## src/rtl/gsg_pkg.sv

```systemverilog
// ----------------------------------------------------------------------------
// gsg_pkg: shared types and constants for the genetic search generation step
// Field widths, fitness constants, the controller state type and the command
// bundle that the controller hands to the datapath.
// ----------------------------------------------------------------------------
`timescale 1ns / 1ps
`default_nettype none

package gsg_pkg;

    // Fixed field widths of the item and result channels.
    localparam int FUNC_W  = 1;
    localparam int RANK_W  = 2;
    localparam int GENES_W = 6;
    localparam int POS_W   = 3;
    localparam int SCORE_W = 21;

    // Default sizing handed down from the top level.
    localparam int POP_SIZE_DEF   = 4;
    localparam int GENE_COUNT_DEF = 6;

    // Fitness is FIT_BIAS - x^4, clamped from below at SCORE_MIN.
    localparam int FIT_BIAS   = 9;
    localparam int SCORE_MIN  = -1048576;
    localparam int BEST_RESET = -923512;

    // Item function codes.
    localparam logic [FUNC_W-1:0] FUNC_LOAD = 1'b0;
    localparam logic [FUNC_W-1:0] FUNC_GEN  = 1'b1;

    typedef enum logic [2:0] {
        ST_IDLE,
        ST_APPLY,
        ST_SCORE,
        ST_DRAIN,
        ST_SORT,
        ST_PUBLISH
    } gsg_state_t;

    typedef struct packed {
        logic capture;      // register the accepted item fields
        logic apply;        // write the load or the crossover and mutation
        logic score_issue;  // start scoring the entry at the count
        logic sort_pass;    // one odd-even compare and swap pass
        logic publish;      // update the best score and load the result
    } gsg_cmd_t;

endpackage

`default_nettype wire

```

## src/rtl/gsg_ctrl.sv

```systemverilog
// ----------------------------------------------------------------------------
// gsg_ctrl: sequencer of the genetic search generation step
// Steps one item through apply, scoring, drain, sorting and publish, and owns
// the item and result handshakes.
// ----------------------------------------------------------------------------
`timescale 1ns / 1ps
`default_nettype none

module gsg_ctrl
    import gsg_pkg::*;
#(
    parameter int POP_SIZE = POP_SIZE_DEF,
    localparam int IDX_W   = (POP_SIZE > 1) ? $clog2(POP_SIZE) : 1
) (
    input  wire logic             clk,
    input  wire logic             rst_n,
    input  wire logic             in_valid,
    output      logic             in_ready,
    input  wire logic             out_ready,
    output      logic             out_valid,
    output      gsg_cmd_t         cmd,
    output      logic [IDX_W-1:0] cnt
);

    localparam logic [IDX_W-1:0] CNT_LAST = IDX_W'(POP_SIZE - 1);

    gsg_state_t       state_reg, state_next;
    logic [IDX_W-1:0] cnt_reg, cnt_next;
    logic             out_valid_reg, out_valid_next;
    logic             slot_free;

    always_ff @(posedge clk or negedge rst_n)
    begin
        if (!rst_n)
        begin
            state_reg     <= ST_IDLE;
            cnt_reg       <= '0;
            out_valid_reg <= 1'b0;
        end
        else
        begin
            state_reg     <= state_next;
            cnt_reg       <= cnt_next;
            out_valid_reg <= out_valid_next;
        end
    end

    assign slot_free = !out_valid_reg || out_ready;

    always_comb
    begin
        state_next     = state_reg;
        cnt_next       = cnt_reg;
        out_valid_next = out_valid_reg && !out_ready;
        in_ready       = 1'b0;
        cmd            = '0;

        case (state_reg)
            ST_IDLE:
            begin
                in_ready = 1'b1;
                if (in_valid)
                begin
                    cmd.capture = 1'b1;
                    state_next  = ST_APPLY;
                end
            end
            ST_APPLY:
            begin
                cmd.apply  = 1'b1;
                cnt_next   = '0;
                state_next = ST_SCORE;
            end
            ST_SCORE:
            begin
                cmd.score_issue = 1'b1;
                if (cnt_reg == CNT_LAST)
                begin
                    cnt_next   = '0;
                    state_next = ST_DRAIN;
                end
                else
                begin
                    cnt_next = cnt_reg + 1'b1;
                end
            end
            ST_DRAIN:
            begin
                // The last score is written at the end of this cycle.
                state_next = ST_SORT;
            end
            ST_SORT:
            begin
                cmd.sort_pass = 1'b1;
                if (cnt_reg == CNT_LAST)
                begin
                    cnt_next   = '0;
                    state_next = ST_PUBLISH;
                end
                else
                begin
                    cnt_next = cnt_reg + 1'b1;
                end
            end
            ST_PUBLISH:
            begin
                if (slot_free)
                begin
                    cmd.publish    = 1'b1;
                    out_valid_next = 1'b1;
                    state_next     = ST_IDLE;
                end
            end
            default:
            begin
                state_next = ST_IDLE;
            end
        endcase
    end

    assign out_valid = out_valid_reg;
    assign cnt       = cnt_reg;

endmodule

`default_nettype wire

```

## config.mk

```make
export PLATFORM = sky130hd
export DESIGN_NAME = gsg_ctrl
export DESIGN_NICKNAME = d
export VERILOG_FILES = /design/src/rtl/gsg_pkg.sv /design/src/rtl/gsg_ctrl.sv
export SDC_FILE = /design/constraint.sdc
export NUM_CORES = 1
export LEC_CHECK = 0
export BUFFER_PORTS_ARGS = -buffer_cell sky130_fd_sc_hd__buf_2
export CORE_AREA = 5 5 42 44
export CTS_CLUSTER_DIAMETER = 100
export DETAILED_ROUTE_END_ITERATION = 8
export DIE_AREA = 0 0 47 49
export HOLD_SLACK_MARGIN = 0.05
export PLACE_DENSITY = 0.63
export SLEW_MARGIN = 20
export SYNTH_ARGS = -nofsm -noshare
export SYNTH_HDL_FRONTEND = slang
export SYNTH_SLANG_ARGS = --single-unit
```

## constraint.sdc

```tcl
create_clock -name clk -period 1.4 [get_ports clk]
set_input_delay 0.21 -clock clk [delete_from_list [all_inputs] [get_ports clk]]
set_output_delay 0.21 -clock clk [all_outputs]
set_load 0.01 [all_outputs]
```

==> flow_summary.toml <==
[status]
status = "finished, final reports clean"

[timing]
clock.fmax_mhz = 734.0
rsz0062_at_grt = "yes"
timing.final.crit_period_ns = 1.362
hold_violations = 0
tightest_slew_ns = 0.2208
fin_setup_tns_ns = 0
maxSlewHeadroom_pct = 85.14
fin_worst_skew_ns = 0.004084
fin_crit_sh_pct = 97.31
setup_viol = 0
slew_viol_final = 0

[synthesis]
synth_top_area_cell = "dfrtp_1"
ys.flop_type = "dfrtp_1"
synth_edf_count = 0
yosys-top-cells-area = "dfrtp_1 39%, nand2b_1 6.5%, nor2_1 5.9%"
async_flop_share_pct = 100.0
synth_area_um2 = 382.9
ys_ff_latch = 6
yosysWarnings = 0
ys_seq_area_share_pct = 39.22
synth.distinct_cells = 22
synthTopCellsByCount = "6 x dfrtp_1, 6 x nor2_1, 4 x nand2b_1"
syn_nets = 48
syn_area_per_cell_um2 = 8.904
synth.top_cell.area_share_pct = 39.22
netlist_instances = 43

[grt]
grt_pass1_wl_um = 1621
grt_max_degree = 8
grt_pass1_vias = 385
antenna_found_initial = 0
track_usage_pct = 9.908
overflow = 0

[finish]
n_antenna_cell = 0
largest_reg_flops = 3
syn2layout_area_growth_pct = 58.82
fill_cells = 147
layout-drive-gt1-share_pct = 53.62
layout.nets = 75
fin_area_um2 = 608.1

[clock_network]
cts_max_level = 1
cts_root_buf = "clkbuf_4"
cts_buffer_depth = 2
cts_made_buffers = 3
clkSlewWorstSetupHoldPaths_ns = 0.05
clk_latency_ns = 0.25
cts_tree = "done"
cts_sinks = 6

[placement]
io_buffers = 12
placed_cell_area_um2 = 479.2
hpwl_um = 670
gp_congestion = 0.7579

[worst_hold_path]
hold_path.class = "in2reg"

[floorplanning]
core_mm2 = 0.001401
ios = 13
die_width_um = 47
initial_core_util_pct = 27.32
fp-row-count = 14
dieArea_mm2 = 0.002303
die_h_um = 49

[power]
finalPower_w = 0.001622
max-vdd-ir-drop_uv = 924.7
p_per_area_mw_per_mm2 = 2668
power.leakage_nw = 0.3152

[flow_run]
maxCapViolCount = 0

[worst_setup_path]
critPathBufInv = 1
end_kind = "primary output"
rrSetupSlack_ns = 0.07
slowest_delay_ns = 0.45
critical_path_required_ns = 1.19
path_class = "reg2out"
crit_path_top_delay_cell = "dfrtp_2"
cp_cell_sequence = "nor3_4 > and2_1 > buf_2"
cp.arrival_ns = 1.15
crit_family = "flip-flops"
critPathMaxFanout = 7
start_kind = "flop"

[routing]
routed_wl_um = 1027
vias = 415
vias_per_cell = 4.882
post_drt_wl_per_cell_um = 12.08
final_antenna_net_count = 0
drc_errors = 0
drt_iter0_drc = 6
drt_first_pass_iters = 4
-- stage by stage --
step | cells | setup WS (ns) | hold WS [ns] | util [%]
2_1_floorplan | 43 | 0.003506 | -0.08559 | -
3_3_place_gp | 72 | 0.04712 | 0.03903 | 34.20
3_5_place_dp | 72 | 0.03259 | 0.03835 | 34.20
4_1_cts | 82 | 0.003556 | 0.2877 | 40.63
5_1_grt | 85 | -0.04698 | 0.2986 | 43.39
6_report | 85 | 0.03764 | 0.2957 | 43.39
-- metal layers --
metal / vias to the layer above / wire length (um) / global-route usage, %
met5: - / 0 / 0
met1: 197 / 426 / 11.61
met4: 0 / 8 / 2.765
met3: 2 / 78 / 5.535
met2: 13 / 514 / 15.16
li1: 203 / - / -
-- cell families after synthesis --
family	share of synthesized area (%)
and+or+nand+nor	28.11
AOI/OAI and AO/OA	19.93
DFF	39.21
buffers and inverters	5.555
muxes	3.920
adders and majority gates	3.267
-- area by class of cell --
| type | instances | area, um2 | share of cell area, % |
|---|---|---|---|
| clock buffers | 4 | 26.28 | 4.321 |
| multi-input cells | 34 | 246.5 | 40.53 |
| flip-flops and latches | 6 | 155.1 | 25.51 |
| well taps | 16 | 20.02 | 3.292 |
| repair buffers | 25 | 160.2 | 26.34 |
-- repair_timing --
action | 4_1_cts | 5_1_grt
resized for setup | 5 | 4
hold buffers | 1 | 0
endpoints found under the setup margin | 6 | 6
pin swaps | 1 | 2
cloned | 0 | 0
hold endpoints to repair | 6 | 0
buffers inserted | 5 | 3
-- path summary, 6_finish.rpt --
check | cells past startpoint | startpoint | end
min in group asynchronous | 2 | rst_n | cnt[0]
min reg2reg | 2 | out_valid | out_valid
max | 3 | state_reg[1] | cmd[4]
max reg2reg | 4 | cnt[0] | cnt[1]
min | 3 | in_valid | state_reg[0]
max in group asynchronous | 2 | rst_n | state_reg[1]
-- worst min-delay path, delay by kind of cell --
kind	cells	cell delay, ns
buf+inv	1	0.09
compound gates	2	0.21
-- power by group --
part | leakage, nW | internal, W | switching, W
combinational | 0.228 | 0.000603 | 0.000470
clock | 0.0150 | 0.000109 | 0.0000709
sequential | 0.0724 | 0.000266 | 0.000104
-- cell usage in the layout (no fill, tap or decap) --
cell type | netlist | final
nor3_4 | 0 | 1
dfrtp_1 | 6 | 2
nor2b_1 | 2 | 2
o22ai_1 | 2 | 2
a211o_1 | 1 | 1
nand2b_1 | 4 | 2
mux2_4 | 1 | 1
buf_4 | 0 | 12
nor3_1 | 2 | 1
nand3b_1 | 1 | 1
clkbuf_4 | 0 | 3
buf_2 | 2 | 12
ha_1 | 1 | 1
and2_1 | 1 | 1
dlygate4sd3_1 | 0 | 1
a21oi_1 | 1 | 1
dfrtp_2 | 0 | 4
clkbuf_1 | 0 | 1
a221oi_2 | 0 | 1
nand2_1 | 3 | 3
a21o_1 | 2 | 2
nor4_1 | 1 | 1
nor2_1 | 6 | 6
or2_4 | 0 | 1
o2bb2ai_1 | 1 | 1
nand2b_4 | 0 | 2
a21boi_0 | 1 | 1
o21ai_0 | 2 | 2
Power figures use the tool's default switching activity.
