<file path="src/rtl/gsg_pkg.sv">
// ----------------------------------------------------------------------------
// gsg_pkg: shared types and constants for the genetic search generation step
// Field widths, fitness constants, the controller state type and the command
// bundle that the controller hands to the datapath.
// ----------------------------------------------------------------------------
`timescale 1ns / 1ps
`default_nettype none

package gsg_pkg;

    // Fixed field widths of the item and result channels.
    localparam int FUNC_W  = 1;
    localparam int RANK_W  = 2;
    localparam int GENES_W = 6;
    localparam int POS_W   = 3;
    localparam int SCORE_W = 21;

    // Default sizing handed down from the top level.
    localparam int POP_SIZE_DEF   = 4;
    localparam int GENE_COUNT_DEF = 6;

    // Fitness is FIT_BIAS - x^4, clamped from below at SCORE_MIN.
    localparam int FIT_BIAS   = 9;
    localparam int SCORE_MIN  = -1048576;
    localparam int BEST_RESET = -923512;

    // Item function codes.
    localparam logic [FUNC_W-1:0] FUNC_LOAD = 1'b0;
    localparam logic [FUNC_W-1:0] FUNC_GEN  = 1'b1;

    typedef enum logic [2:0] {
        ST_IDLE,
        ST_APPLY,
        ST_SCORE,
        ST_DRAIN,
        ST_SORT,
        ST_PUBLISH
    } gsg_state_t;

    typedef struct packed {
        logic capture;      // register the accepted item fields
        logic apply;        // write the load or the crossover and mutation
        logic score_issue;  // start scoring the entry at the count
        logic sort_pass;    // one odd-even compare and swap pass
        logic publish;      // update the best score and load the result
    } gsg_cmd_t;

endpackage

`default_nettype wire

</file>
<file path="src/rtl/gsg_dp.sv">
// ----------------------------------------------------------------------------
// gsg_dp: datapath of the genetic search generation step
// Holds the ranked population, applies loads, crossover and mutation, scores
// entries through one shared two-stage fourth-power unit and sorts by
// odd-even transposition passes.
// ----------------------------------------------------------------------------
`timescale 1ns / 1ps
`default_nettype none

module gsg_dp
    import gsg_pkg::*;
#(
    parameter int POP_SIZE   = POP_SIZE_DEF,
    parameter int GENE_COUNT = GENE_COUNT_DEF,
    localparam int IDX_W     = (POP_SIZE > 1) ? $clog2(POP_SIZE) : 1
) (
    input  wire logic                       clk,
    input  wire logic                       rst_n,
    input  wire gsg_cmd_t                   cmd,
    input  wire logic [IDX_W-1:0]           cnt,
    input  wire logic [FUNC_W-1:0]          func,
    input  wire logic [RANK_W-1:0]          load_rank,
    input  wire logic [GENES_W-1:0]         load_genes,
    input  wire logic [POS_W-1:0]           cross_point,
    input  wire logic [RANK_W-1:0]          mutate_rank,
    input  wire logic [POS_W-1:0]           mutate_gene,
    output      logic signed [SCORE_W-1:0]  best_score,
    output      logic [GENES_W-1:0]         top_genes,
    output      logic signed [SCORE_W-1:0]  top_score
);

    localparam int MAG_W = GENE_COUNT - 1;
    localparam int SQ_W  = 2 * MAG_W;
    localparam int P_W   = 4 * MAG_W;
    localparam int FIT_W = (P_W + 2 > SCORE_W + 1) ? P_W + 2 : SCORE_W + 1;

    localparam logic signed [FIT_W-1:0]   SAT_LO   = FIT_W'(SCORE_MIN);
    localparam logic signed [FIT_W-1:0]   BIAS     = FIT_W'(FIT_BIAS);
    localparam logic signed [SCORE_W-1:0] SCORE_LO = SCORE_W'(SCORE_MIN);
    localparam logic signed [SCORE_W-1:0] SCORE_RST = SCORE_W'(FIT_BIAS);
    localparam logic signed [SCORE_W-1:0] BEST_RST = SCORE_W'(BEST_RESET);
    localparam logic [POS_W-1:0]          POS_ONE  = POS_W'(1);

    // Captured item.
    logic [FUNC_W-1:0]  func_reg;
    logic [RANK_W-1:0]  load_rank_reg;
    logic [GENES_W-1:0] load_genes_reg;
    logic [POS_W-1:0]   cross_point_reg;
    logic [RANK_W-1:0]  mutate_rank_reg;
    logic [POS_W-1:0]   mutate_gene_reg;

    // Population, kept in rank order once sorted.
    logic [GENE_COUNT-1:0]     genes_reg  [POP_SIZE];
    logic [GENE_COUNT-1:0]     genes_next [POP_SIZE];
    logic signed [SCORE_W-1:0] score_reg  [POP_SIZE];
    logic signed [SCORE_W-1:0] score_next [POP_SIZE];

    logic signed [SCORE_W-1:0] best_reg, best_next;
    logic [GENES_W-1:0]        top_genes_reg;
    logic signed [SCORE_W-1:0] top_score_reg;

    // Fitness unit: square in the first stage, square and bias in the second.
    logic [SQ_W-1:0]  sq_reg;
    logic [IDX_W-1:0] fit_idx_reg;
    logic             fit_vld_reg;
    logic [MAG_W-1:0] mag;
    logic [SQ_W-1:0]  mag_ext;
    logic [P_W-1:0]   sq_ext;
    logic [P_W-1:0]   quad;
    logic signed [FIT_W-1:0]   diff;
    logic signed [SCORE_W-1:0] fit;

    // Crossover and mutation.
    logic [POS_W-1:0]      cp_eff;
    logic [POS_W-1:0]      mg_eff;
    logic [GENE_COUNT-1:0] xmask;
    logic [GENE_COUNT-1:0] fmask;
    logic                  load_ok;
    logic                  mut_ok;

    always_ff @(posedge clk)
    begin
        if (cmd.capture)
        begin
            func_reg        <= func;
            load_rank_reg   <= load_rank;
            load_genes_reg  <= load_genes;
            cross_point_reg <= cross_point;
            mutate_rank_reg <= mutate_rank;
            mutate_gene_reg <= mutate_gene;
        end
        if (cmd.score_issue)
        begin
            sq_reg      <= mag_ext * mag_ext;
            fit_idx_reg <= cnt;
        end
        if (cmd.publish)
        begin
            top_genes_reg <= GENES_W'(genes_reg[0]);
            top_score_reg <= score_reg[0];
        end
    end

    always_ff @(posedge clk or negedge rst_n)
    begin
        if (!rst_n)
        begin
            fit_vld_reg <= 1'b0;
            best_reg    <= BEST_RST;
            for (int i = 0; i < POP_SIZE; i++)
            begin
                genes_reg[i] <= '0;
                score_reg[i] <= SCORE_RST;
            end
        end
        else
        begin
            fit_vld_reg <= cmd.score_issue;
            best_reg    <= best_next;
            for (int i = 0; i < POP_SIZE; i++)
            begin
                genes_reg[i] <= genes_next[i];
                score_reg[i] <= score_next[i];
            end
        end
    end

    assign mag     = genes_reg[cnt][MAG_W-1:0];
    assign mag_ext = SQ_W'(mag);
    assign sq_ext  = P_W'(sq_reg);
    assign quad    = sq_ext * sq_ext;
    assign diff    = BIAS - $signed(FIT_W'(quad));
    assign fit     = (diff < SAT_LO) ? SCORE_LO : diff[SCORE_W-1:0];

    assign cp_eff  = (cross_point_reg == '0) ? POS_ONE : cross_point_reg;
    assign mg_eff  = (mutate_gene_reg == '0) ? POS_ONE : mutate_gene_reg;
    assign load_ok = int'(load_rank_reg) < POP_SIZE;
    assign mut_ok  = int'(mutate_rank_reg) < POP_SIZE;

    // Gene position p is bit GENE_COUNT-1-p; crossover takes positions from
    // the crossover point to the end, so the low bits.
    always_comb
    begin
        for (int b = 0; b < GENE_COUNT; b++)
        begin
            xmask[b] = int'(cp_eff) <= GENE_COUNT - 1 - b;
            fmask[b] = int'(mg_eff) == GENE_COUNT - 1 - b;
        end
    end

    always_comb
    begin
        for (int i = 0; i < POP_SIZE; i++)
        begin
            genes_next[i] = genes_reg[i];
            score_next[i] = score_reg[i];
        end

        if (cmd.apply)
        begin
            if (func_reg == FUNC_LOAD)
            begin
                for (int i = 0; i < POP_SIZE; i++)
                begin
                    if (load_ok && int'(load_rank_reg) == i)
                    begin
                        genes_next[i] = GENE_COUNT'(load_genes_reg);
                    end
                end
            end
            else
            begin
                genes_next[0] = (genes_reg[0] & ~xmask) | (genes_reg[1] & xmask);
                genes_next[1] = (genes_reg[1] & ~xmask) | (genes_reg[0] & xmask);
                for (int i = 0; i < POP_SIZE; i++)
                begin
                    if (mut_ok && int'(mutate_rank_reg) == i)
                    begin
                        genes_next[i] = genes_next[i] ^ fmask;
                    end
                end
            end
        end

        if (fit_vld_reg)
        begin
            for (int i = 0; i < POP_SIZE; i++)
            begin
                if (int'(fit_idx_reg) == i)
                begin
                    score_next[i] = fit;
                end
            end
        end

        // Pairs of one parity are disjoint; a swap only on a strictly larger
        // lower neighbour keeps equal scores in their order.
        if (cmd.sort_pass)
        begin
            for (int i = 0; i < POP_SIZE - 1; i++)
            begin
                if ((i % 2) == int'(cnt[0]) && score_reg[i] < score_reg[i + 1])
                begin
                    genes_next[i]     = genes_reg[i + 1];
                    genes_next[i + 1] = genes_reg[i];
                    score_next[i]     = score_reg[i + 1];
                    score_next[i + 1] = score_reg[i];
                end
            end
        end
    end

    always_comb
    begin
        best_next = best_reg;
        if (cmd.publish && score_reg[0] > best_reg)
        begin
            best_next = score_reg[0];
        end
    end

    assign best_score = best_reg;
    assign top_genes  = top_genes_reg;
    assign top_score  = top_score_reg;

endmodule

`default_nettype wire

</file>
<file path="config.mk">
export PLATFORM = sky130hd
export DESIGN_NAME = gsg_dp
export DESIGN_NICKNAME = d
export VERILOG_FILES = /design/src/rtl/gsg_pkg.sv /design/src/rtl/gsg_dp.sv
export SDC_FILE = /design/constraint.sdc
export NUM_CORES = 1
export LEC_CHECK = 0
export BUFFER_PORTS_ARGS = -buffer_cell sky130_fd_sc_hd__buf_4
export CAP_MARGIN = 5
export CORE_MARGIN = 3
export CORE_UTILIZATION = 55
export CTS_BUF_LIST = sky130_fd_sc_hd__clkbuf_16
export CTS_CLUSTER_DIAMETER = 40
export DETAILED_ROUTE_END_ITERATION = 16
export PLACE_DENSITY = 0.82
export SETUP_SLACK_MARGIN = 0.1
export SLEW_MARGIN = 20
export SYNTH_ARGS = -nofsm -noshare
export SYNTH_HDL_FRONTEND = slang
export SYNTH_SLANG_ARGS = --single-unit
</file>
<file path="constraint.sdc">
create_clock -name clk -period 6.6 [get_ports clk]
set_input_delay 0.33 -clock clk [delete_from_list [all_inputs] [get_ports clk]]
set_output_delay 0.33 -clock clk [all_outputs]
set_load 0.01 [all_outputs]
</file>
==> results of run 1 <==
[per-layer routing]
layer / vias to the layer above / wire [um] / global-route usage, %
li1: 5281 / - / -
met1: 5581 / 14300 / 33.4
met2: 533 / 17500 / 45.5
met3: 110 / 2390 / 4.24
met4: 0 / 1230 / 10.3
met5: - / 0 / 0
[worst paths after layout]
kind / end / cells past startpoint / slack, ns
max: score_reg[61] / 21 / 0.75
min: cross_point_reg[1] / 1 / 0.05
max reg2reg: score_reg[61] / 21 / 0.75
min reg2reg: top_genes[5] / 0 / 0.50
max in group asynchronous: genes_reg[11] / 3 / 4.94
min in group asynchronous: best_score[17] / 2 / 0.50
[logic make-up (layout without fill, tap and decap cells)]
family          count (synthesis)  in the layout
compound gates                412            412
xor+xnor                       37             37
fa+ha+maj                     197            197
buf+inv                       269            321
flops                         185            185
mux                            53             53
other cells                     2             14
simple gates                  327            327
[stage by stage]
stage	area (sq um)	hold slack, ns
floorplan	14000	0.0344
global placement	14800	0.477
detailed placement	14800	0.481
CTS	15400	0.0432
global route	15400	0.0323
finish	15400	0.0460
[cells in the final DEF, fill, tap and decap left out, drive strengths merged, types with 10 or more instances in the layout]
master / instances
inv: 214
ha: 146
nand2: 126
dfrtp: 114
o21ai: 114
a21oi: 100
buf: 82
nor2: 79
edfxtp: 55
fa: 51
o22ai: 38
a22oi: 31
mux2i: 26
xnor2: 25
mux2: 22
nand2b: 21
a21o: 20
a31oi: 18
clkbuf: 17
and2: 16
nor2b: 16
a211oi: 16
nand3: 16
dfstp: 16
nor3: 14
conb: 14
xor2: 12
a221o: 11
nand4: 10
[what timing repair did]
item                                   4_1_cts  5_1_grt
hold buffers                                 0        1
buffers inserted                             0        0
endpoints found under the hold margin        0       12
[cell type report]
type / instances / area (sq um) / share of cell area [%]
multi-input combinational: 1040 / 8040 / 52.3
sequential: 185 / 4920 / 32.0
inverter: 206 / 773 / 5.03
timing repair buffer: 83 / 629 / 4.09
clock buffer: 17 / 425 / 2.77
tap: 324 / 405 / 2.64
clock inverter: 15 / 183 / 1.19
==> report_table.html, run 1 <==
<table>
<tr><th>Metric</th><th>Value</th></tr>
<tr><th colspan="2">Flow run</th></tr>
<tr><td>Maxcap violations</td><td>0</td></tr>
<tr><th colspan="2">STA</th></tr>
<tr><td>Pin slew with the least headroom to its limit</td><td>about 1.1 ns</td></tr>
<tr><td># setup viols final</td><td>0</td></tr>
<tr><td>Final setup margin</td><td>about 0.75 ns</td></tr>
<tr><td>Maximum clock rate</td><td>171 MHz</td></tr>
<tr><td>Worst relative slew slack</td><td>27.4%</td></tr>
<tr><td>Summed negative setup slack over all endpoints</td><td>0 ns</td></tr>
<tr><td>Number of pins with negative max-slew slack in the final report</td><td>0</td></tr>
<tr><td>RSZ-0062 raised after global routing</td><td>no</td></tr>
<tr><td>Post-route fraction of the period consumed by the critical path</td><td>88.6%</td></tr>
<tr><td>Shortest clock period the worst path allows after layout</td><td>5.85 ns</td></tr>
<tr><td>Final number of hold-violating endpoints</td><td>0</td></tr>
<tr><td>Worst setup skew after layout</td><td>0.0171 ns</td></tr>
<tr><th colspan="2">Critical path</th></tr>
<tr><td>Series of cell instances along the critical path</td><td>nand2_1, inv_1, fa_1, inv_1, fa_1, inv_1, fa_1, inv_1, fa_1, inv_1, fa_1, inv_1, ha_1, o21a_1, a211o_1, a2111oi_4, o31ai_2, xnor2_2, nor2_1, a21oi_1, a21oi_1</td></tr>
<tr><td>Required time of the critical path</td><td>6.87 ns</td></tr>
<tr><td>Worst Path Buf+Inv</td><td>6</td></tr>
<tr><td>R2r startpoint</td><td>sq_reg[8]</td></tr>
<tr><td>Arrival time worst endpoint</td><td>roughly 6.1 ns</td></tr>
<tr><td>Dominant cell type by count on the critical path</td><td>inv_1</td></tr>
<tr><td>Startpoint Class</td><td>register</td></tr>
<tr><td>Kind of capture point of the worst setup path</td><td>register</td></tr>
<tr><td>Maximum single-stage delay on the critical path</td><td>0.54 ns</td></tr>
<tr><td>Slowest-stage cell, CP</td><td>fa_1</td></tr>
<tr><td>Maximum fanout along the worst path</td><td>10</td></tr>
<tr><td>Delay-heaviest family, CP</td><td>adder cells</td></tr>
<tr><td>Kind of critical path</td><td>reg -&gt; reg</td></tr>
<tr><td>Origin of the worst setup path</td><td>sq_reg[8]</td></tr>
<tr><th colspan="2">Layout</th></tr>
<tr><td>Fraction of final layout cells sized beyond drive strength 1</td><td>11.3%</td></tr>
<tr><td>Layout Nets</td><td>1756</td></tr>
<tr><td>Flip-flop count of the largest register, all copies and words added</td><td>84</td></tr>
<tr><td>Final Util</td><td>about 62%</td></tr>
<tr><td>Area growth from synthesis to layout</td><td>10.1%</td></tr>
<tr><td>FILL cells</td><td>1981</td></tr>
<tr><td>Final standard cell count with taps included and fillers excluded</td><td>1870</td></tr>
<tr><td>Diode count</td><td>0</td></tr>
<tr><th colspan="2">Global routing</th></tr>
<tr><td>Global-route wire length before repair</td><td>approximately 58000 um</td></tr>
<tr><td>Antenna violations before repair</td><td>0</td></tr>
<tr><td>Total congestion overflow after global routing</td><td>0</td></tr>
<tr><td>Via count of the first global-routing pass</td><td>11677</td></tr>
<tr><td>Pin count of the biggest net entering global routing</td><td>82</td></tr>
<tr><td>Global router's overall resource usage</td><td>26.4%</td></tr>
<tr><th colspan="2">CTS</th></tr>
<tr><td>Number of clock sinks seen by CTS</td><td>around 190</td></tr>
<tr><td>H-tree levels</td><td>4</td></tr>
<tr><td>Maximum buffer depth of the clock tree</td><td>2</td></tr>
<tr><td>Clock root buffer</td><td>clkbuf_16</td></tr>
<tr><td>Post-cts gate resize count</td><td>0</td></tr>
<tr><td>Num CTS Buffers</td><td>17</td></tr>
<tr><td>Clock-pin slew on the worst setup and hold paths</td><td>around 0.08 ns</td></tr>
<tr><td>CTS tree</td><td>built</td></tr>
<tr><td>Clock latency at the later pin of the worst-skew pair</td><td>0.45 ns</td></tr>
<tr><th colspan="2">Synth</th></tr>
<tr><td>Synth Area in Compound Gates</td><td>18.8%</td></tr>
<tr><td>Multiplexer share of the synthesized area</td><td>4.44%</td></tr>
<tr><td>Part of the Yosys area used for sequential elements</td><td>35.2%</td></tr>
<tr><td>Cell count after synthesis</td><td>between 1000 and 1500</td></tr>
<tr><td>Synth top cells by count</td><td>inv_1 (206), ha_1 (146), nand2_1 (126), dfrtp_1 (114), o21ai_0 (108)</td></tr>
<tr><td>XOR/XNOR share of the synthesized area</td><td>2.43%</td></tr>
<tr><td>Post-synthesis share of cell area spent on full adders, half adders and majority gates</td><td>about a fifth</td></tr>
<tr><td>Dominant synthesized flop cell</td><td>dfrtp_1</td></tr>
<tr><td>Area share of and/or/nand/nor cells after synthesis</td><td>11.0%</td></tr>
<tr><td>Top cells by area, synth</td><td>dfrtp_1 (20%), ha_1 (13%), edfxtp_1 (12%)</td></tr>
<tr><td>Cell type with the largest total area after synthesis</td><td>dfrtp_1</td></tr>
<tr><td>Share of flip-flops with an asynchronous set or reset</td><td>70.3%</td></tr>
<tr><td>Post-synth EDFFs</td><td>55</td></tr>
<tr><td>Number of distinct library cell variants in the gate-level netlist after synthesis</td><td>75</td></tr>
<tr><td>Share of the synthesized area in the top cell type</td><td>20.4%</td></tr>
<tr><td>Number of synthesis warnings</td><td>0</td></tr>
<tr><td>Synth Register Bits</td><td>185</td></tr>
<tr><td>Main combinational cell family by area after synthesis</td><td>adder cells</td></tr>
<tr><td>Library cell with the highest instance count after synthesis</td><td>inv_1</td></tr>
<tr><td>Post-synthesis cell area</td><td>14000 sq um</td></tr>
<tr><td>Mean instance size in the synthesized netlist</td><td>approximately 9.4 sq um</td></tr>
<tr><th colspan="2">Drt</th></tr>
<tr><td>First-iteration detailed-routing DRC count</td><td>1154</td></tr>
<tr><td>First drt pass iteration count</td><td>5</td></tr>
<tr><td>Detailed-route DRC error count</td><td>0</td></tr>
<tr><td>Mean routed wirelength per cell</td><td>19.0 um</td></tr>
<tr><td>Via density per instance</td><td>6.15</td></tr>
<tr><td>Post-Route WL</td><td>35500 um</td></tr>
<tr><td>Antenna Nets Post-Route</td><td>0</td></tr>
<tr><td>Vias after detailed routing</td><td>11505</td></tr>
<tr><th colspan="2">Worst hold path</th></tr>
<tr><td>Path class of the lowest-slack min-delay path</td><td>in -&gt; reg</td></tr>
<tr><td>Beginning of the worst hold path</td><td>cross_point[1]</td></tr>
<tr><th colspan="2">Die</th></tr>
<tr><td>Die outline area</td><td>27400 sq um</td></tr>
<tr><td>Top-level I/O count</td><td>74</td></tr>
<tr><td>Core region area</td><td>24700 sq um</td></tr>
<tr><td>Y dimension of the die</td><td>roughly 170 um</td></tr>
<tr><td>Floorplan row count</td><td>57</td></tr>
<tr><td>Initial standard-cell utilization of the core</td><td>56.6%</td></tr>
<tr><td>Horiz. Die Dim</td><td>165 um</td></tr>
<tr><th colspan="2">Placed design</th></tr>
<tr><td>Worst setup slack before clock tree synthesis</td><td>0.782 ns</td></tr>
<tr><td>DP HPWL</td><td>roughly 26000 um</td></tr>
<tr><td>Number of placed cells counting well taps</td><td>1837</td></tr>
<tr><td>Placer congestion estimate</td><td>roughly 0.92</td></tr>
<tr><td>Quantity of I/O buffers inserted on ports</td><td>73</td></tr>
<tr><th colspan="2">Run status</th></tr>
<tr><td>Outcome</td><td>finished, final reports clean</td></tr>
</table>
Power of run 1 is left out: the tool's default activity adds up to more than one toggle a clock period on the data nets, which glitch-free logic cannot reach.
==> inputs of run 2 (changes only) <==
Settings changed: CTS_BUF_LIST sky130_fd_sc_hd__clkbuf_16 to sky130_fd_sc_hd__clkbuf_8.
==> run 2 against run 1 <==
Compared with the run above:
- maximum frequency about the same
- sequential share of layout area rose by 0.28 points
- cell area is 0.85% lower
- first-iteration DRC count shrank 10%
- critical endpoint is now score_reg[82]
- highest routed layer unchanged
==> report_table.html, run 2 (synthesis results as in run 1) <==
<table>
<tr><th>Metric</th><th>Value</th></tr>
<tr><th colspan="2">Placed design</th></tr>
<tr><td>Instance area after placement</td><td>14800 sq um (unchanged)</td></tr>
<tr><td>DP HPWL</td><td>25500 um (unchanged)</td></tr>
<tr><td>Placer congestion estimate</td><td>0.919 (unchanged)</td></tr>
<tr><td>Number of placed cells counting well taps</td><td>1837 (unchanged)</td></tr>
<tr><td>Quantity of I/O buffers inserted on ports</td><td>73 (unchanged)</td></tr>
<tr><th colspan="2">Drt</th></tr>
<tr><td>Via density per instance</td><td>6.13 (-0.40%)</td></tr>
<tr><td>Detailed-route DRC error count</td><td>0 (unchanged)</td></tr>
<tr><td>First drt pass iteration count</td><td>5 (unchanged)</td></tr>
<tr><td>First-iteration detailed-routing DRC count</td><td>1033 (-10%)</td></tr>
<tr><td>Antenna Nets Post-Route</td><td>0 (unchanged)</td></tr>
<tr><td>Mean routed wirelength per cell</td><td>18.7 um (-1.3%)</td></tr>
<tr><td>Vias after detailed routing</td><td>11496 (-0.078%)</td></tr>
<tr><td>Post-Route WL</td><td>35100 um (-0.98%)</td></tr>
<tr><th colspan="2">CTS</th></tr>
<tr><td>Post-cts gate resize count</td><td>0 (unchanged)</td></tr>
<tr><td>H-tree levels</td><td>4 (unchanged)</td></tr>
<tr><td>Num CTS Buffers</td><td>17 (unchanged)</td></tr>
<tr><td>Number of clock sinks seen by CTS</td><td>185 (unchanged)</td></tr>
<tr><td>Maximum buffer depth of the clock tree</td><td>2 (unchanged)</td></tr>
<tr><td>Clock-pin slew on the worst setup and hold paths</td><td>0.11 ns (+0.03 ns)</td></tr>
<tr><td>Clock root buffer</td><td>clkbuf_8</td></tr>
<tr><td>CTS tree</td><td>built</td></tr>
<tr><td>Clock latency at the later pin of the worst-skew pair</td><td>0.48 ns (+0.03 ns)</td></tr>
<tr><th colspan="2">Critical path</th></tr>
<tr><td>Delay-heaviest family, CP</td><td>adder cells</td></tr>
<tr><td>Worst Reg2Reg Path Length in Cells</td><td>21 (unchanged)</td></tr>
<tr><td>Required time of the critical path</td><td>6.94 ns (+0.07 ns)</td></tr>
<tr><td>Register-to-register setup slack</td><td>0.76 ns (about the same)</td></tr>
<tr><td>Maximum fanout along the worst path</td><td>10 (unchanged)</td></tr>
<tr><td>Critical Path End</td><td>score_reg[82]</td></tr>
<tr><td>Dominant cell type by count on the critical path</td><td>inv_1</td></tr>
<tr><td>Kind of capture point of the worst setup path</td><td>register</td></tr>
<tr><td>Reg-to-reg critical path endpoint</td><td>score_reg[82]</td></tr>
<tr><td>Slowest-stage cell, CP</td><td>edfxtp_1</td></tr>
<tr><td>R2r startpoint</td><td>sq_reg[8]</td></tr>
<tr><td>Origin of the worst setup path</td><td>sq_reg[8]</td></tr>
<tr><td>Arrival time worst endpoint</td><td>6.18 ns (+0.06 ns)</td></tr>
<tr><td>Series of cell instances along the critical path</td><td>nand2_1, inv_1, fa_1, inv_1, fa_1, inv_1, fa_1, inv_1, fa_1, inv_1, fa_1, inv_1, ha_1, o21a_1, a211o_1, a2111oi_4, o31ai_2, xnor2_2, nor2_1, a211oi_1, a21oi_1</td></tr>
<tr><td>Startpoint Class</td><td>register</td></tr>
<tr><td>Maximum single-stage delay on the critical path</td><td>0.54 ns (about the same)</td></tr>
<tr><td>Kind of critical path</td><td>reg -&gt; reg</td></tr>
<tr><td>Worst Path Buf+Inv</td><td>6 (unchanged)</td></tr>
<tr><td>Critical path depth in cells</td><td>21 (unchanged)</td></tr>
<tr><th colspan="2">Die</th></tr>
<tr><td>Die outline area</td><td>27400 sq um (unchanged)</td></tr>
<tr><td>Horiz. Die Dim</td><td>165 um (unchanged)</td></tr>
<tr><td>Floorplan row count</td><td>57 (unchanged)</td></tr>
<tr><td>Y dimension of the die</td><td>165 um (unchanged)</td></tr>
<tr><td>Core region area</td><td>24700 sq um (unchanged)</td></tr>
<tr><td>Initial standard-cell utilization of the core</td><td>56.6% (unchanged)</td></tr>
<tr><td>Top-level I/O count</td><td>74 (unchanged)</td></tr>
<tr><th colspan="2">STA</th></tr>
<tr><td>Final number of hold-violating endpoints</td><td>0 (unchanged)</td></tr>
<tr><td>RSZ-0062 raised after global routing</td><td>no</td></tr>
<tr><td>Minimum hold slack</td><td>0.0254 ns (-0.0206 ns)</td></tr>
<tr><td>Pin slew with the least headroom to its limit</td><td>1.10 ns (+0.00974 ns)</td></tr>
<tr><td>Shortest clock period the worst path allows after layout</td><td>5.84 ns (-0.00378 ns)</td></tr>
<tr><td>Worst relative slew slack</td><td>26.7% (-0.65 points)</td></tr>
<tr><td>Worst setup skew after layout</td><td>0.0202 ns (+0.00312 ns)</td></tr>
<tr><td>Post-route fraction of the period consumed by the critical path</td><td>88.5% (about the same)</td></tr>
<tr><td># setup viols final</td><td>0 (unchanged)</td></tr>
<tr><td>Number of pins with negative max-slew slack in the final report</td><td>0 (unchanged)</td></tr>
<tr><td>Summed negative setup slack over all endpoints</td><td>0 ns (unchanged)</td></tr>
<tr><td>Maximum clock rate</td><td>171 MHz (about the same)</td></tr>
<tr><th colspan="2">Layout</th></tr>
<tr><td>Footprint of the multi-input gates</td><td>8040 sq um (unchanged)</td></tr>
<tr><td>Diode count</td><td>0 (unchanged)</td></tr>
<tr><td>FILL cells</td><td>2030 (+2.5%)</td></tr>
<tr><td>Final standard cell count with taps included and fillers excluded</td><td>1876 (+0.32%)</td></tr>
<tr><td>Area growth from synthesis to layout</td><td>9.14%</td></tr>
<tr><td>Flip-flop count of the largest register, all copies and words added</td><td>84 (unchanged)</td></tr>
<tr><td>Fraction of final layout cells sized beyond drive strength 1</td><td>11.3% (-0.044 points)</td></tr>
<tr><td>Area used by sequential logic in the layout</td><td>4920 sq um (unchanged)</td></tr>
<tr><td>Most frequent standard cell in the layout excluding fill and tap cells</td><td>inv_1</td></tr>
<tr><td>Layout Nets</td><td>1762 (+0.34%)</td></tr>
<tr><td>Fin area</td><td>15300 sq um (-0.85%)</td></tr>
<tr><td>Commonest cells after routing, fill and taps aside</td><td>inv_1 (207), ha_1 (146), nand2_1 (126), dfrtp_1 (114), o21ai_0 (108)</td></tr>
<tr><th colspan="2">Global routing</th></tr>
<tr><td>Total congestion overflow after global routing</td><td>0 (unchanged)</td></tr>
<tr><td>Global router's overall resource usage</td><td>26.1% (-0.30 points)</td></tr>
<tr><td>Antenna violations before repair</td><td>0 (unchanged)</td></tr>
<tr><td>Via count of the first global-routing pass</td><td>11553 (-1.1%)</td></tr>
<tr><td>Global-route wire length before repair</td><td>57300 um (-0.89%)</td></tr>
<tr><td>Pin count of the biggest net entering global routing</td><td>82 (unchanged)</td></tr>
<tr><th colspan="2">Worst hold path</th></tr>
<tr><td>Path class of the lowest-slack min-delay path</td><td>in -&gt; reg</td></tr>
<tr><th colspan="2">Flow run</th></tr>
<tr><td>Maxcap violations</td><td>0 (unchanged)</td></tr>
<tr><th colspan="2">Run status</th></tr>
<tr><td>Outcome</td><td>finished, final reports clean</td></tr>
</table>
==> run 2: cell types whose count changed in the layout (fill, tap and decap cells not counted) <==
cell,previous run,this run
dlygate4sd3_1,1,7
clkbuf_8,0,17
clkbuf_16,17,0
==> run 2: metrics by stage <==
stage / setup WS (ns) / util, %
CTS: 0.742 / 61.8
finish: 0.758 / 61.8
global route: 0.311 / 61.8
global placement: 0.964 / 59.8
floorplan: 1.18 / -
detailed placement: 0.782 / 59.8
==> run 2: metal layers <==
layer,vias up,share of wire [%],track usage (%)
met5,-,0,0
met4,0,3.4,10.5
met3,104,6.4,3.89
met2,521,50,44.7
met1,5579,41,33.3
li1,5292,-,-
==> run 2: worst min-delay path by stage <==
stage                               from                  to  slack (ns)  cells past startpoint
after floorplan                    rst_n       best_score[0]        0.03                      0
after global placement     genes_reg[23]        top_genes[5]        0.48                      0
after detailed placement   genes_reg[23]        top_genes[5]        0.48                      0
after CTS                 mutate_gene[2]  mutate_gene_reg[2]       0.007                      1
after global routing      mutate_gene[2]  mutate_gene_reg[2]       0.006                      1
final                               func            func_reg        0.03                      1
==> run 2: area by class of cell <==
type / count / share of cell area [%]
Clock buffer: 17 / 1.53
Clock inverter: 15 / 1.20
Inverter: 206 / 5.07
Multi-Input combinational cell: 1040 / 52.7
Sequential cell: 185 / 32.3
Tap cell: 324 / 2.66
Timing Repair Buffer: 89 / 4.52
==> run 2: timing repair <==
action	4_1_cts	5_1_grt
hold buffers	6	1
endpoints found under the hold margin	6	77
setup buffers	0	0
Power of run 2 is left out for the same reason.
